### src/rtl/tsgc_pkg.sv
// ----------------------------------------------------------------------------
// Three-stop gradient color package
// Default widths and register indexes shared by the gradient color modules.
// ----------------------------------------------------------------------------
package tsgc_pkg;

  localparam int DEF_CHANNEL_BITS  = 8;
  localparam int DEF_POSITION_BITS = 16;

  localparam int REG_INDEX_BITS = 3;

  typedef enum logic [REG_INDEX_BITS-1:0] {
    REG_STOP_A_POS   = 3'd0,
    REG_STOP_B_POS   = 3'd1,
    REG_STOP_C_POS   = 3'd2,
    REG_STOP_A_COLOR = 3'd3,
    REG_STOP_B_COLOR = 3'd4,
    REG_STOP_C_COLOR = 3'd5
  } reg_idx_t;

endpackage

### src/rtl/tsgc_div.sv
// ----------------------------------------------------------------------------
// Gradient channel divider
// Pipelined restoring divider for one color channel, one quotient bit per
// stage, followed by the signed add onto the low stop's channel value.
// ----------------------------------------------------------------------------
module tsgc_div #(
  parameter int CHANNEL_BITS  = tsgc_pkg::DEF_CHANNEL_BITS,
  parameter int POSITION_BITS = tsgc_pkg::DEF_POSITION_BITS
) (
  input  logic                                  clk,
  input  logic                                  rst,
  input  logic                                  in_valid,
  input  logic [POSITION_BITS+CHANNEL_BITS-1:0] in_mag,
  input  logic [POSITION_BITS-1:0]              in_den,
  input  logic                                  in_neg,
  input  logic [CHANNEL_BITS-1:0]               in_clo,
  output logic                                  out_valid,
  output logic [CHANNEL_BITS-1:0]               out_chan
);
  import tsgc_pkg::*;

  localparam int C = CHANNEL_BITS;
  localparam int P = POSITION_BITS;
  localparam int W = P + C;

  logic [C-1:0] vld;
  logic [W-1:0] rem [C];
  logic [P-1:0] den [C];
  logic [C-1:0] quo [C];
  logic         neg [C];
  logic [C-1:0] clo [C];

  always_ff @(posedge clk) begin
    if (rst) begin
      vld <= '0;
    end else begin
      vld <= {vld[C-2:0], in_valid};
    end
  end

  for (genvar j = 0; j < C; j++) begin : g_stage
    localparam int BIT = C - 1 - j;

    logic [W-1:0] src_rem;
    logic [P-1:0] src_den;
    logic [C-1:0] src_quo;
    logic         src_neg;
    logic [C-1:0] src_clo;
    logic [W-1:0] den_sh;
    logic [W:0]   trial;

    if (j == 0) begin : g_first
      assign src_rem = in_mag;
      assign src_den = in_den;
      assign src_quo = '0;
      assign src_neg = in_neg;
      assign src_clo = in_clo;
    end else begin : g_next
      assign src_rem = rem[j-1];
      assign src_den = den[j-1];
      assign src_quo = quo[j-1];
      assign src_neg = neg[j-1];
      assign src_clo = clo[j-1];
    end

    assign den_sh = W'(src_den) << BIT;
    assign trial  = {1'b0, src_rem} - {1'b0, den_sh};

    always_ff @(posedge clk) begin
      den[j] <= src_den;
      neg[j] <= src_neg;
      clo[j] <= src_clo;
      if (!trial[W]) begin
        rem[j]      <= trial[W-1:0];
        quo[j]      <= src_quo | (C'(1) << BIT);
      end else begin
        rem[j]      <= src_rem;
        quo[j]      <= src_quo;
      end
    end
  end

  always_ff @(posedge clk) begin
    if (rst) begin
      out_valid <= 1'b0;
    end else begin
      out_valid <= vld[C-1];
    end
    if (neg[C-1]) begin
      out_chan <= clo[C-1] - quo[C-1];
    end else begin
      out_chan <= clo[C-1] + quo[C-1];
    end
  end

endmodule

### src/rtl/three_stop_gradient_color.sv
// ----------------------------------------------------------------------------
// Three-stop gradient color
// Maps a gradient position to an RGBA color by interpolating between three
// configured color stops, which are kept sorted by position.
// ----------------------------------------------------------------------------
//  Channel   Ports                                         Handshake
//  config    psel penable pwrite paddr pwdata prdata       APB, pready high
//  input     start busy position                           start and not busy
//  result    done red green blue alpha                     done for one cycle
//
// A new word is taken on every cycle while not busy; each result passes the
// capture, operand, product and one-bit-per-stage divider stages in order.
// Busy is high only while reset is held; reset clears all pipeline valids
// and restores the register defaults. The result side never stalls.
// ----------------------------------------------------------------------------
module three_stop_gradient_color #(
  parameter int CHANNEL_BITS  = tsgc_pkg::DEF_CHANNEL_BITS,
  parameter int POSITION_BITS = tsgc_pkg::DEF_POSITION_BITS,
  localparam int DATA_BITS    = (4 * CHANNEL_BITS > 32) ? 64 : 32,
  localparam int ADDR_LSB     = (4 * CHANNEL_BITS > 32) ? 3 : 2,
  localparam int ADDR_BITS    = ADDR_LSB + tsgc_pkg::REG_INDEX_BITS
) (
  input  logic                     clk,
  input  logic                     rst,
  input  logic                     psel,
  input  logic                     penable,
  input  logic                     pwrite,
  input  logic [ADDR_BITS-1:0]     paddr,
  input  logic [DATA_BITS-1:0]     pwdata,
  output logic [DATA_BITS-1:0]     prdata,
  output logic                     pready,
  input  logic                     start,
  output logic                     busy,
  input  logic [POSITION_BITS-1:0] position,
  output logic                     done,
  output logic [CHANNEL_BITS-1:0]  red,
  output logic [CHANNEL_BITS-1:0]  green,
  output logic [CHANNEL_BITS-1:0]  blue,
  output logic [CHANNEL_BITS-1:0]  alpha
);
  import tsgc_pkg::*;

  localparam int C  = CHANNEL_BITS;
  localparam int P  = POSITION_BITS;
  localparam int CB = 4 * C;

  localparam logic [P-1:0] RST_A_POS = P'(0);
  localparam logic [P-1:0] RST_B_POS = P'(16384);
  localparam logic [P-1:0] RST_C_POS = P'(32768);

  logic [P-1:0]  pos_a, pos_b, pos_c;
  logic [CB-1:0] color_a, color_b, color_c;
  logic          wr_en;
  reg_idx_t      reg_idx;

  assign pready  = 1'b1;
  assign busy    = rst;
  assign wr_en   = psel && penable && pwrite && pready;
  assign reg_idx = reg_idx_t'(paddr[ADDR_BITS-1:ADDR_LSB]);

  always_ff @(posedge clk) begin
    if (rst) begin
      pos_a   <= RST_A_POS;
      pos_b   <= RST_B_POS;
      pos_c   <= RST_C_POS;
      color_a <= '0;
      color_b <= '0;
      color_c <= '0;
    end else if (wr_en) begin
      unique case (reg_idx)
        REG_STOP_A_POS:   pos_a   <= pwdata[P-1:0];
        REG_STOP_B_POS:   pos_b   <= pwdata[P-1:0];
        REG_STOP_C_POS:   pos_c   <= pwdata[P-1:0];
        REG_STOP_A_COLOR: color_a <= pwdata[CB-1:0];
        REG_STOP_B_COLOR: color_b <= pwdata[CB-1:0];
        REG_STOP_C_COLOR: color_c <= pwdata[CB-1:0];
        default: ;
      endcase
    end
  end

  always_comb begin
    unique case (reg_idx)
      REG_STOP_A_POS:   prdata = DATA_BITS'(pos_a);
      REG_STOP_B_POS:   prdata = DATA_BITS'(pos_b);
      REG_STOP_C_POS:   prdata = DATA_BITS'(pos_c);
      REG_STOP_A_COLOR: prdata = DATA_BITS'(color_a);
      REG_STOP_B_COLOR: prdata = DATA_BITS'(color_b);
      REG_STOP_C_COLOR: prdata = DATA_BITS'(color_c);
      default:          prdata = '0;
    endcase
  end

  // Stable sort of the stops: compare-swap first/second, second/third,
  // then first/second again, swapping only on strictly greater positions.
  logic [P-1:0]  x_pos0, x_pos1, y_pos1, y_pos2, z_pos0, z_pos1;
  logic [CB-1:0] x_col0, x_col1, y_col1, y_col2, z_col0, z_col1;

  always_comb begin
    if (pos_a > pos_b) begin
      x_pos0 = pos_b;   x_col0 = color_b;
      x_pos1 = pos_a;   x_col1 = color_a;
    end else begin
      x_pos0 = pos_a;   x_col0 = color_a;
      x_pos1 = pos_b;   x_col1 = color_b;
    end
    if (x_pos1 > pos_c) begin
      y_pos1 = pos_c;   y_col1 = color_c;
      y_pos2 = x_pos1;  y_col2 = x_col1;
    end else begin
      y_pos1 = x_pos1;  y_col1 = x_col1;
      y_pos2 = pos_c;   y_col2 = color_c;
    end
    if (x_pos0 > y_pos1) begin
      z_pos0 = y_pos1;  z_col0 = y_col1;
      z_pos1 = x_pos0;  z_col1 = x_col0;
    end else begin
      z_pos0 = x_pos0;  z_col0 = x_col0;
      z_pos1 = y_pos1;  z_col1 = y_col1;
    end
  end

  logic [P-1:0]  spos0, spos1, spos2;
  logic [CB-1:0] scol0, scol1, scol2;

  always_ff @(posedge clk) begin
    if (rst) begin
      spos0 <= RST_A_POS;
      spos1 <= RST_B_POS;
      spos2 <= RST_C_POS;
      scol0 <= '0;
      scol1 <= '0;
      scol2 <= '0;
    end else begin
      spos0 <= z_pos0;
      spos1 <= z_pos1;
      spos2 <= y_pos2;
      scol0 <= z_col0;
      scol1 <= z_col1;
      scol2 <= y_col2;
    end
  end

  // Stage 1: capture the position.
  logic         v1;
  logic [P-1:0] p1;

  always_ff @(posedge clk) begin
    if (rst) begin
      v1 <= 1'b0;
    end else begin
      v1 <= start && !busy;
    end
    p1 <= position;
  end

  // Stage 2: pick the segment and form the operands.
  logic          byp;
  logic [P-1:0]  slo, shi;
  logic [CB-1:0] col_lo, col_hi;

  always_comb begin
    if (p1 <= spos0) begin
      byp = 1'b1;  slo = spos0;  shi = spos0;  col_lo = scol0;  col_hi = scol0;
    end else if (p1 <= spos1) begin
      byp = 1'b0;  slo = spos0;  shi = spos1;  col_lo = scol0;  col_hi = scol1;
    end else if (p1 <= spos2) begin
      byp = 1'b0;  slo = spos1;  shi = spos2;  col_lo = scol1;  col_hi = scol2;
    end else begin
      byp = 1'b1;  slo = spos2;  shi = spos2;  col_lo = scol2;  col_hi = scol2;
    end
  end

  logic         v2;
  logic [P-1:0] d2, den2;
  logic [C-1:0] clo2 [4];
  logic [C-1:0] dabs2 [4];
  logic         neg2 [4];

  always_ff @(posedge clk) begin
    if (rst) begin
      v2 <= 1'b0;
    end else begin
      v2 <= v1;
    end
    if (byp) begin
      d2   <= '0;
      den2 <= P'(1);
    end else begin
      d2   <= p1 - slo;
      den2 <= shi - slo;
    end
  end

  for (genvar k = 0; k < 4; k++) begin : g_operand
    logic [C-1:0] ch_lo, ch_hi;

    assign ch_lo = col_lo[(3-k)*C +: C];
    assign ch_hi = col_hi[(3-k)*C +: C];

    always_ff @(posedge clk) begin
      clo2[k] <= ch_lo;
      neg2[k] <= ch_hi < ch_lo;
      if (ch_hi < ch_lo) begin
        dabs2[k] <= ch_lo - ch_hi;
      end else begin
        dabs2[k] <= ch_hi - ch_lo;
      end
    end
  end

  // Stage 3: product of the offset and the channel span.
  logic         v3;
  logic [P-1:0] den3;

  always_ff @(posedge clk) begin
    if (rst) begin
      v3 <= 1'b0;
    end else begin
      v3 <= v2;
    end
    den3 <= den2;
  end

  logic [3:0]   lane_vld;
  logic [C-1:0] chan [4];

  for (genvar k = 0; k < 4; k++) begin : g_lane
    logic [P+C-1:0] mag3;
    logic           neg3;
    logic [C-1:0]   clo3;

    always_ff @(posedge clk) begin
      mag3 <= (P+C)'(d2) * (P+C)'(dabs2[k]);
      neg3 <= neg2[k];
      clo3 <= clo2[k];
    end

    tsgc_div #(
      .CHANNEL_BITS  (C),
      .POSITION_BITS (P)
    ) u_div (
      .clk       (clk),
      .rst       (rst),
      .in_valid  (v3),
      .in_mag    (mag3),
      .in_den    (den3),
      .in_neg    (neg3),
      .in_clo    (clo3),
      .out_valid (lane_vld[k]),
      .out_chan  (chan[k])
    );
  end

  assign done  = lane_vld[0];
  assign red   = chan[0];
  assign green = chan[1];
  assign blue  = chan[2];
  assign alpha = chan[3];

`ifndef SYNTHESIS
  a_accept_enters : assert property (@(posedge clk) disable iff (rst)
    (start && !busy) |=> v1)
    else $error("accepted word did not enter the pipeline");

  a_den_nonzero : assert property (@(posedge clk) disable iff (rst)
    v2 |-> (den2 != '0))
    else $error("zero divisor reached the divider");

  a_stops_sorted : assert property (@(posedge clk) disable iff (rst)
    (spos0 <= spos1) && (spos1 <= spos2))
    else $error("sorted stop positions out of order");

  a_latency : assert property (@(posedge clk) disable iff (rst)
    v3 |-> ##(C+1) done)
    else $error("result did not appear at the fixed latency");

  a_lanes_agree : assert property (@(posedge clk) disable iff (rst)
    (lane_vld == 4'b0000) || (lane_vld == 4'b1111))
    else $error("channel lanes out of step");
`endif

endmodule

### config.mk
export PLATFORM = sky130hd
export DESIGN_NAME = three_stop_gradient_color
export DESIGN_NICKNAME = d
export VERILOG_FILES = /design/src/rtl/tsgc_pkg.sv /design/src/rtl/tsgc_div.sv /design/src/rtl/three_stop_gradient_color.sv
export SDC_FILE = /design/constraint.sdc
export NUM_CORES = 2
export LEC_CHECK = 0
export BUFFER_PORTS_ARGS = -buffer_cell sky130_fd_sc_hd__buf_2
export CORE_MARGIN = 2
export CORE_UTILIZATION = 58
export DETAILED_ROUTE_END_ITERATION = 6
export PLACE_DENSITY = 0.85
export SYNTH_ARGS = -nofsm -noshare
export SYNTH_HDL_FRONTEND = slang
export SYNTH_SLANG_ARGS = --single-unit
export TNS_END_PERCENT = 50
### constraint.sdc
create_clock -name clk -period 5.9 [get_ports clk]
set_input_delay 1.18 -clock clk [delete_from_list [all_inputs] [get_ports clk]]
set_output_delay 1.18 -clock clk [all_outputs]
set_load 0.01 [all_outputs]
## Yosys cells after proc, flatten, opt, wreduce, memory -nomap -nowiden

Memories as Yosys holds them, arrays and structs flattened. A register that Yosys moved wholly into a read port is not among the register bits.
Index checks and enable logic that the tools add are counted.

| storage, ports and cells | value |
|---|---|
| bits in writable memories | 1892 |
| register bits after elaboration | 492 |
| input port bits | 59 |
| output and inout port bits | 67 |
| word-level logic and storage cells | 374 |
| memories | 23 |

Memories:

| name | words | bits a word | rd ports | clocked after memory_dff | wr ports | line | source |
|---|---|---|---|---|---|---|---|
| g_lane[0].u_div.rem | 8 | 24 | 7 | 0 | 8 | tsgc_div.sv:27 | `logic [W-1:0] rem [C];` |
| g_lane[1].u_div.rem | 8 | 24 | 7 | 0 | 8 | tsgc_div.sv:27 |  |
| g_lane[2].u_div.rem | 8 | 24 | 7 | 0 | 8 | tsgc_div.sv:27 |  |
| g_lane[3].u_div.rem | 8 | 24 | 7 | 0 | 8 | tsgc_div.sv:27 |  |
| g_lane[0].u_div.den | 8 | 16 | 7 | 0 | 8 | tsgc_div.sv:28 | `logic [P-1:0] den [C];` |
| g_lane[1].u_div.den | 8 | 16 | 7 | 0 | 8 | tsgc_div.sv:28 |  |
| 17 more memories | n/a | n/a | n/a | n/a | n/a | n/a |  |

| cells by class | value |
|---|---|
| reductions and logical operators | 11 |
| order comparisons | 10 |
| $add $sub $neg | 50 |
| multiply operators | 4 |
| muxes and demuxes | 174 |
| eq/ne operators | 5 |
| bitwise operators | 68 |

Operators with widths:

| operator | count |
|---|---|
| $mux 24 | 32 |
| $mux 32 | 11 |
| $mux 8 | 40 |
| $pmux 32 s6 | 1 |
| $mux 16 | 11 |
| $sub 24x16->25 | 4 |
| $sub 24x17->25 | 4 |
| $sub 24x18->25 | 4 |
| $sub 24x19->25 | 4 |
| $sub 24x20->25 | 4 |
| $sub 24x21->25 | 4 |
| $sub 24x22->25 | 4 |
| $sub 24x23->25 | 4 |
| $mul 16x8->24 | 4 |
| $sub 8x8->8 | 12 |
| $mux 1 | 79 |
| $or 1x1->1 | 68 |
| $gt 16x16->1 | 3 |
| $le 16x16->1 | 3 |
| $add 8x8->8 | 4 |
| $lt 8x8->1 | 4 |
| $sub 16x16->16 | 2 |
| $reduce_and 2->1 | 6 |
| $eq 3x2->1 const B | 2 |
| 5 further kinds | 8 |

## Depth between registers and ports, before layout

| logic depth | value |
|---|---|
| depth after elaboration | 8 |
| mapped depth | 32 |
| mapped depth without buffers | 28 |

## Modules after synthesis

A second synthesis with hierarchy kept.

| second synthesis, totals | value |
|---|---|
| cells, all modules | 11415 |
| area total of the unflattened synthesis | 106888.8 µm² |

By module, submodules not included:

| module | times used | area an instance (µm²) | seq. area each (µm²) | cells each |
|---|---|---|---|---|
| tsgc_div (g_lane[0].u_div ...) | 3 | 16372.0 | 8107.8 | 1647 |
| three_stop_gradient_color | 1 | 41369.7 | 11110.7 | 4821 |
| tsgc_div (g_lane[3].u_div) | 1 | 16403.2 | 8107.8 | 1653 |

## Least setup slack after synthesis

No wires, ideal clock.

| timing path | value |
|---|---|
| path kind | register to register |
| start | register pos_b[1] |
| end | register scol1[23] |
| setup time | 0.138 ns |
| path slack | -0.082 ns |
| clock period less this slack | 5.982 ns |
| path buffers | 5 |
| cell stages (with the launch flop) | 32 |
| arrival time | 5.844 ns |
| data required time | 5.762 ns |
| path through | dfxtp_1 -> inv_1 -> ha_1 -> nor2b_1 -> o21a_1 -> o21a_1 -> o21bai_1 -> a21oi_1 -> o21ai_0 -> clkbuf_1 -> buf_2 -> mux2_2 -> ha_1 -> a21o_1 -> a21oi_1 -> o21ai_0 -> a311oi_1 -> nor2_1 -> clkbuf_1 -> o21ai_0 -> ha_1 -> nor2b_1 -> o21a_1 -> o21ai_0 -> a21oi_1 -> a311oi_1 -> or2_2 -> clkbuf_1 -> nand2_1 -> clkbuf_1 -> o22ai_1 -> a211oi_1 |

| on the way | value |
|---|---|
| longest elaborated chain between the ends | 6 |
| elaborated cells on any way between the ends | 10 |
| classes of those cells | order compare: 3; mux: 7 |

RTL lines:

| item | line | source |
|---|---|---|
| start, declared | three_stop_gradient_color.sv:51 | `logic [P-1:0] pos_a, pos_b, pos_c;` |
| start signal, assigned | three_stop_gradient_color.sv:72 | `REG_STOP_B_POS: pos_b <= pwdata[P-1:0];` |
| $gt 16x16->1 | three_stop_gradient_color.sv:100 | `if (pos_a > pos_b) begin` |
| $mux 16 | three_stop_gradient_color.sv:100 |  |
| $gt 16x16->1 | three_stop_gradient_color.sv:107 | `if (x_pos1 > pos_c) begin` |
| $mux 16 | three_stop_gradient_color.sv:107 |  |
| $gt 16x16->1 | three_stop_gradient_color.sv:114 | `if (x_pos0 > y_pos1) begin` |
| $mux 32 * | three_stop_gradient_color.sv:114 |  |
| end signal, assigned | three_stop_gradient_color.sv:139 | `scol1 <= z_col1;` |
| end, declared | three_stop_gradient_color.sv:124 | `logic [CB-1:0] scol0, scol1, scol2;` |

Every way passes the cells marked *; elsewhere a longest branch is shown, timed or not.
A chain may end at the register's enable or synchronous reset.

## Worst setup path in the final report

| timing path | value |
|---|---|
| start | register pos_b[1] |
| end | register scol1[18] |

Same word-level chain as after synthesis.

==> out/metrics.yaml <==
run_status:
  status: "complete, but fails checks"
  violations: "DRC"
placement:
  gp_congestion: 1.02
  dp.cells: 12600
  place_ws_ns: -0.391
  place.detailed.hpwl_um: 206000
  port_buffers: 122
yosys:
  yosys.area.top_type: "dfxtp_1"
  seq_area_frac_synth_pct: 38.1
  yosys-top-cells-area: "dfxtp_1 (38%), ha_1 (12%), fa_1 (7.9%), nand2_1 (4.5%), a21oi_1 (4.0%)"
  ys_ff_latch: 1812
  synthesis.nets: 11700
  yosys_most_used_dff: "dfxtp_1"
  yosys.area.top_type_share_pct: 38.1
  synth_async_sr_flop_share_pct: 0
  ys_types: 82
  syn_avg_cell_area_um2: 9.23
  yosysWarnings: 0
  netlist_area_um2: 95300
  synth_edf_count: 0
  synthCells: 10300
timing:
  layout_min_cycle_time_ns: 5.78
  setup_ws_ns: 0.124
  setup_viol: 0
  period_share_pct: 97.9
  tightest_slew_ns: 1.23
  fin_worst_skew_ns: 0.0786
  slew_headroom_pct: 17.9
  max_freq_mhz: 173
  rsz0062_at_grt: "yes"
  finalHoldViolations: 0
  drv_slew: 0
  totalNegativeSetupSlack_ns: 0
cells_and_area:
  multi_input_area_um2: 55500
  register_area_um2: 36300
  fin_cells: 12900
  postLayoutCoreUtil_pct: 65.8
  syn_to_final_growth_pct: 12.4
  fin_nets: 11900
  drive_above_1_share_pct: 10.1
  fill_cells: 12300
route:
  dr.pass1.iters: 7
  vias: 75900
  avgViaCountPerCell: 5.88
  drc: 1
  routedWlPerCell_um: 21.2
  drtIter0Drc: 6861
  ant_nets: 0
  wirelength_um: 274000
die:
  design.portCount: 126
  start_util_pct: 58.5
  die_h_um: 409
  die_w_um: 409
  fp.dieArea_um2: 168000
  core_um2: 163000
  num_rows: 148
cts:
  clkLatencyLatePin_ns: 0.86
  cts_sinks: 1812
  clkTransAtPathRegs_ns: 0.06
  clockBufferDepth: 3
  cts_buffers: 176
  cts_root_buffer: "clkbuf_16"
  cts_tree: "built"
  h-tree-depth: 4
worst_hold_path:
  hp-class: "flip-flop to flip-flop"
  worstHoldStart: "g_lane[3].u_div.rem[0][0]"
  whs_path_depth: 0
  hold_path_end: "g_lane[3].u_div.rem[0][24]"
worst_setup_path:
  timing.rr.start: "pos_b[1]"
  path_class: "flip-flop to flip-flop"
  worst-path-max-fanout: 8
  arrival_ns: 6.43
  required_ns: 6.55
  cp-start-kind: "flip-flop"
  crit_slowest_cell: "dfxtp_2"
  r2r-end: "scol1[18]"
  end_kind: "flip-flop"
  r2r_cells: 33
  crit_top_cell: "a21o_1"
  critPathMaxStageDelay_ns: 0.33
  r2r_slack_ns: 0.12
global_routing:
  antenna_found_initial: 15
  overflow: 0
  grt_usage_pct: 31.7
  grt_pass1_vias: 75500
  grt_pass1_wl_um: 418000
  grt_max_degree: 113
job:
  maxCapViolCount: 0
[worst max-delay path: cells and delay by family, from the launching register on]
| kind | cells | cell delay [ns] |
|---|---|---|
| multiplexers | 1 | 0.32 |
| adder cells (fa/ha/maj) | 3 | 0.76 |
| buffers and inverters | 6 | 0.93 |
| AO/OA/AOI/OAI | 18 | 2.75 |
| AND/OR/NAND/NOR | 5 | 0.48 |
| flip-flops | 1 | 0.33 |
[registers in the layout, summed over array words and instances, names as in the netlist, 96 cells and up]
name              flops
g_lane.u_div.den    112
g_lane.u_div.quo    144
g_lane.mag3          96
g_lane.u_div.rem    672
g_lane.u_div.clo    256
[how the worst max path moves through the flow]
stage	from	to	slack, ns	depth (start not counted)
6_report	pos_b[1]	scol1[18]	0.12	33
5_1_grt	pos_b[1]	scol1[18]	-0.13	34
4_1_cts	pos_a[1]	spos0[0]	0.03	35
2_1_floorplan	pos_b[1]	scol1[23]	0.03	31
3_5_place_dp	pos_b[1]	scol0[3]	-0.39	33
3_3_place_gp	pos_b[1]	scol1[24]	-0.26	31
[per-stage QoR]
| stage | area [um^2] | hold WS [ns] |
|---|---|---|
| 3_5_place_dp | 99600 | 0.312 |
| 5_1_grt | 107000 | 0.298 |
| 6_report | 107000 | 0.297 |
| 2_1_floorplan | 95300 | 0.310 |
| 3_3_place_gp | 99600 | 0.310 |
| 4_1_cts | 106000 | 0.294 |
[kinds of logic after synthesis]
kind of cell,after synthesis,share of synthesized area (%)
simple gates,2930,14.0
fa+ha+maj,1280,19.8
mux,354,3.94
xor+xnor,519,4.77
buf+inv,1152,4.59
compound gates,2280,14.8
flops,1812,38.1
other cells,1,0.00393
[timing repair]
item,4_1_cts,5_1_grt
resized for setup,59,143
pin swaps,14,55
cloned,8,4
setup endpoints to repair,96,98
hold buffers,0,0
buffers inserted,10,4
[layout by cell type, fill, tap and decap left out, types with 22 or more instances in the layout]
master	count
nor3_1	187
a21o_1	152
nor4_1	36
nor2_1	728
buf_2	121
o31a_1	25
o21a_1	125
clkbuf_8	22
xnor2_1	313
nand2_1	1127
xor2_1	206
o31ai_1	63
clkbuf_1	29
clkinv_2	30
o21ai_0	509
mux2i_1	180
a22oi_1	50
nand4_1	36
fa_1	378
a31oi_1	49
clkbuf_16	179
inv_1	807
mux2_2	164
bufinv_16	27
a211oi_1	112
dfxtp_1	1808
nor2b_1	138
nand3_1	108
nand2b_1	132
a21boi_0	33
o211ai_1	35
or2_2	26
ha_1	881
and2_1	258
buf_4	260
or3_1	43
o22ai_1	76
a21oi_1	745
and3_1	33
o21bai_1	33
[per-layer routing]
metal	part of all wire [%]	wire [um]	track usage (%)
met5	0.013	35	0
met4	6.6	18000	18.9
met3	7.1	19400	4.90
met2	47	129000	53.4
met1	39	107000	38.2
[synthesized netlist by cell type (14+ instances only)]
cell type and number:
nor3_1 192, a31oi_1 50, dfxtp_1 1812, or3_1 43, xor2_1 206, a211o_1 20, o31a_1 26, nand3_1 108
o21ai_0 531, a31o_2 20, nor2b_1 139, nor4_1 38, and3_1 33, o211ai_1 35, fa_1 378, buf_2 25
inv_1 808, nor2_1 733, o22ai_1 95, o21bai_1 34, a21oi_1 756, or4_1 16, a21boi_0 33, nand2_1 1136
a22oi_1 50, buf_1 23, xnor2_1 313, and2_1 258, clkbuf_1 286, nand4_1 36, mux2i_1 181, o21a_1 125
ha_1 902, o2111ai_1 14, a21o_1 152, nand2b_1 132, a311oi_1 14, or2_2 28, o31ai_1 63, mux2_2 173
a211oi_1 128
[cell type report]
type / instances / area share, %
Tap cell: 2175 / 2.54
Clock inverter: 95 / 1.46
Timing Repair Buffer: 419 / 2.95
Antenna cell: 8 / 0.0187
Clock buffer: 227 / 4.49
Inverter: 812 / 2.84
Multi-Input combinational cell: 7365 / 51.8
Sequential cell: 1812 / 33.9
Power is not shown: default switching activity piles up to over one toggle a cycle in this logic, so the estimate is an artifact.
